File: src/hw/rtl/dnm_pkg.sv
`timescale 1ns / 1ps
package dnm_pkg;

	localparam int MAX_POINTS = 64;
	localparam int DESC_DIM   = 128;

	// entry index, element index, count and address widths
	localparam int IW  = $clog2(MAX_POINTS);
	localparam int KW  = $clog2(DESC_DIM);
	localparam int CW  = $clog2(MAX_POINTS + 1);
	localparam int AW  = IW + KW;
	// squared distance: 16-bit squares summed over DESC_DIM elements
	localparam int DW  = 16 + KW;
	localparam int PW  = DW + 16;

	typedef enum logic [1:0] {
		KIND_ELEM  = 2'd0,
		KIND_POINT = 2'd1,
		KIND_START = 2'd2,
		KIND_NONE  = 2'd3
	} kind_t;

	typedef enum logic [2:0] {
		REG_COUNT_A  = 3'd0,
		REG_COUNT_B  = 3'd1,
		REG_RATIO_EN = 3'd2,
		REG_CROSS_EN = 3'd3,
		REG_RATIO_SQ = 3'd4
	} reg_idx_t;

	typedef struct packed {
		logic [6:0]  count_a;
		logic [6:0]  count_b;
		logic        ratio_enable;
		logic        cross_enable;
		logic [15:0] ratio_sq;
	} cfg_t;

	// one decoded input item as queued between front and back
	typedef struct packed {
		kind_t       kind;
		logic        set_sel;
		logic [5:0]  entry_index;
		logic [6:0]  elem_index;
		logic [7:0]  elem_value;
		logic [15:0] point_x;
		logic [15:0] point_y;
	} cmd_t;

	typedef struct packed {
		logic        valid;
		cmd_t        cmd;
	} cmdq_t;

	typedef enum logic [3:0] {
		ST_IDLE,
		ST_NN_RUN,
		ST_NN_DRAIN,
		ST_RATIO_MUL,
		ST_RATIO_CMP,
		ST_CROSS_RUN,
		ST_CROSS_DRAIN,
		ST_PT_WAIT,
		ST_EMIT,
		ST_NEXT,
		ST_FINAL
	} st_t;

endpackage

File: src/hw/rtl/dnm_front.sv
`timescale 1ns / 1ps
module dnm_front (
	input  logic                clk,
	input  logic                arst_n,
	input  logic                s_tvalid,
	output logic                s_tready,
	input  logic [55:0]         s_tdata,
	input  logic [2:0]          s_tuser,
	output dnm_pkg::cmdq_t      q_out,
	input  logic                q_pop
);
	import dnm_pkg::*;

	cmd_t       fifo_q [2];
	logic       wr_q, rd_q;
	logic [1:0] cnt_q;
	cmd_t       in_cmd;
	logic       push, pop;

	// unpack the item into its fields
	always_comb begin
		in_cmd.kind        = kind_t'(s_tuser[1:0]);
		in_cmd.set_sel     = s_tuser[2];
		in_cmd.entry_index = s_tdata[5:0];
		in_cmd.elem_index  = s_tdata[12:6];
		in_cmd.elem_value  = s_tdata[20:13];
		in_cmd.point_x     = s_tdata[36:21];
		in_cmd.point_y     = s_tdata[52:37];
	end

	assign s_tready  = (cnt_q != 2'd2);
	assign push      = s_tvalid && s_tready;
	assign pop       = q_pop && (cnt_q != 2'd0);
	assign q_out.valid = (cnt_q != 2'd0);
	assign q_out.cmd   = fifo_q[rd_q];

	// two-entry item queue
	always_ff @(posedge clk) begin
		if (push) fifo_q[wr_q] <= in_cmd;
	end

	always_ff @(posedge clk or negedge arst_n) begin
		if (!arst_n) begin
			wr_q  <= 1'b0;
			rd_q  <= 1'b0;
			cnt_q <= 2'd0;
		end else begin
			if (push) wr_q <= ~wr_q;
			if (pop) rd_q <= ~rd_q;
			cnt_q <= cnt_q + 2'(push) - 2'(pop);
		end
	end

	a_cnt_max: assert property (@(posedge clk) disable iff (!arst_n) cnt_q != 2'd3)
		else $error("queue count overflow");
	a_full_stall: assert property (@(posedge clk) disable iff (!arst_n)
		(cnt_q == 2'd2) |-> !s_tready)
		else $error("accepting while full");
	a_ptr_gap: assert property (@(posedge clk) disable iff (!arst_n)
		(cnt_q == 2'd1) |-> (wr_q != rd_q))
		else $error("pointer mismatch");

endmodule

File: config.mk
export PLATFORM = sky130hd
export DESIGN_NAME = dnm_front
export DESIGN_NICKNAME = d
export VERILOG_FILES = /design/src/hw/rtl/dnm_pkg.sv /design/src/hw/rtl/dnm_front.sv
export SDC_FILE = /design/constraint.sdc
export NUM_CORES = 1
export LEC_CHECK = 0
export ABC_AREA = 1
export BUFFER_PORTS_ARGS = -buffer_cell sky130_fd_sc_hd__buf_2
export CORE_UTILIZATION = 55
export DETAILED_ROUTE_END_ITERATION = 7
export PLACE_DENSITY = 0.95
export SETUP_SLACK_MARGIN = 0.4
export SLEW_MARGIN = 20
export SYNTH_ARGS = -nofsm -noshare
export SYNTH_HDL_FRONTEND = slang
export SYNTH_SLANG_ARGS = --single-unit
File: constraint.sdc
create_clock -name clk -period 9.5 [get_ports clk]
set_input_delay 1.425 -clock clk [delete_from_list [all_inputs] [get_ports clk]]
set_output_delay 1.425 -clock clk [all_outputs]
set_load 0.005 [all_outputs]
==> reports/summary.txt <==
Status: completed
Via count: 2717
Fin crit share: 0.400
Worst-Margin Slew: 0.972 ns
Remaining DRCs: 0
FF-to-FF setup slack: 7.67 ns
FILL cells: 470
Worst Setup SP: rd_q
WL/cell: 14.1 um
Net Sw Power: 0.000525 W
CP peak stage delay: 0.79 ns
Register share of total power: 0.403
Reg2reg path depth: 4
Bufs on Longest Clock Path: 2
Worst r2r dst: rd_q
Clk_skew: 0.00746 ns
Hold EP: wr_q
Multi-input gate area: 731 um2
Via-per-instance ratio: 4.84
Unique masters post-synth: 10
Std-Cell Rows: 31
FF/Latch Area: 3460 um2
Number of global-route vias before repair: 2667
Final core utilization: 0.748
Synth Instances: 324
Crit Path Class: register to output pin
Crit path top cell by count: nand2_1
RSZ-0062 raised after global routing: false
Clock sink count: 116
Synthesized area per cell: 13.2 um2
Layout area overhead: 29.0%
Synthesized flop and latch total: 116
CTS root buf: clkbuf_8
Worst EP arrival: 2.38 ns
VDD IR max: 0.171 mV
Max_cap viols: 0
Place WS: 6.21 ns
Pwr dens: 326 nW/um2
Compound-Gate Fraction of Synth Area: 0
Logic pwr share: 0.254
Fin crit period: 3.80 ns
Clock transition at the registers of the reported paths: 0.05 ns
Sequential share of the synthesized area: 0.807
Hold path start: wr_q
Post-CTS Setup Bufs: 0
Max FO, Critical Path: 58
Internal power: 0.00128 W
DRT antenna net count: 0
Post-Synth Adder-Cell Area: 0.00583
Setup WS post-layout: 5.70 ns
Share of layout cells above drive strength 1: 0.323
Grt total ovfl: 0
Crit. End Element: output pin
Hold Path Depth: 2
Post-Route Setup TNS: 0 ns
Worst path slowest cell: inv_2
H-tree depth: 4
Final setup vio count: 0
TritonRoute pass-1 iters: 4
Post-synthesis xor/xnor area fraction: 0
FF-to-FF Start: rd_q
Min-delay worst type: register to register
Initial antenna violation count: 0
Buffers on Ports: 117
GRT Total Usage: 0.203
Worst EP required: 8.08 ns
Final Hold Fails: 0
Largest family of logic cells by synthesized area: simple AND/OR/NAND/NOR gates
Max Clock Freq: 263 MHz
Num CTS Buffers: 17
Cts hold-fix bufs: 0
Routability cong.: 0.654
Io pins: 121
Largest net degree at the start of global routing: 59
CTS tree: built
Most frequent cells in the layout: 181 x nand2_1, 117 x buf_2, 112 x edfxtp_1
Synthesized area: 4290 um2
Die Area: 8160 um2
Simple-Gate Fraction of Synth Area: 0.163
Post-synth net total: 389
WL final: 7910 um
Die W: 90.3 um
Switching Fraction: 0.291
# diodes: 0
Die Ht: 90.3 um
Core area: 7410 um2
Pleak: 2.45 nW
Nets: 515
Pins Over Slew Limit: 0
Ys Warns: 0
Initial DRC Count: 135
First-pass GRT wire length: 12400 um
Initial Utilization: 0.579
Worst skew pair latency: 0.49 ns
Worst-path cell chain: buf_4, inv_2, nand2_1, nand2_1, buf_2
Clk network pwr share: 0.342
DP HPWL: 4770 um
Startpoint types: register
Commonest non-fill, non-tap cell in the layout: nand2_1
Post-CTS sizing: 0
Relative slew margins: 0.351
Proportion of synthesized area in mux cells: 0
power groups by stage:
stage	Clock [W]	Sequential (W)	Combinational, W
global route	0.000651	0.000738	0.000519
detailed placement	0	0.000739	0.000464
floorplan	0	0.000737	0.000273
CTS	0.000625	0.000729	0.000467
global placement	0	0.000733	0.000448
finish	0.000618	0.000729	0.000460
worst max path at each step:
stage,end,cells after the start
after floorplan,fifo_q[1][0],2
after global placement,q_out[14],5
after detailed placement,q_out[54],5
after CTS,q_out[6],5
after global routing,q_out[22],5
final,q_out[10],5
cell families after synthesis:
family,count (synthesis)
adder cells (fa/ha/maj),2
buffers and inverters,21
flip-flops,116
AND/OR/NAND/NOR,185
Yosys cell counts:
library cell    n  area share
nand2_1       181        0.16
edfxtp_1      112        0.78
inv_1           8      0.0070
buf_2           7      0.0082
buf_4           5      0.0087
dfrtp_1         4       0.023
nand3_1         3      0.0035
ha_1            2      0.0058
inv_2           1     0.00087
nor2_1          1     0.00087
sequential cells by signal, summed over array words and instances (netlist names):
register / flops
fifo_q: 112
rd_q: 1
wr_q: 1
cnt_q: 2
routing by layer:
| layer | GRT usage | routed length (um) | vias to the layer above |
|---|---|---|---|
| li1 | - | - | 1342 |
| met2 | 0.352 | 4170 | 95 |
| met4 | 0.0524 | 26 | 0 |
| met1 | 0.231 | 3240 | 1278 |
| met3 | 0.0875 | 472 | 2 |
| met5 | 0 | 0 | - |
worst max-delay path, delay by kind of cell (launching register included):
family / cells / cell delay [ns]
AND/OR/NAND/NOR: 2 / 0.25
buffers and inverters: 3 / 1.21
flip-flops: 1 / 0.38
per-stage QoR:
stage | cell area (um2) | power, W | instances | hold WS, ns
floorplan | 4290 | 0.00101 | 324 | 0.442
global placement | 4950 | 0.00118 | 530 | 0.453
detailed placement | 4960 | 0.00120 | 530 | 0.470
CTS | 5540 | 0.00182 | 561 | 0.482
global route | 5540 | 0.00191 | 561 | 0.517
finish | 5540 | 0.00181 | 561 | 0.477
area by class of cell:
cell class,count,area share
inverters,9,0.00655
well taps,99,0.0224
repair buffers,119,0.108
clock buffers,18,0.0754
multi-input cells,187,0.132
clock inverters,13,0.0298
flip-flops and latches,116,0.625
Power figures use the tool's default switching activity.
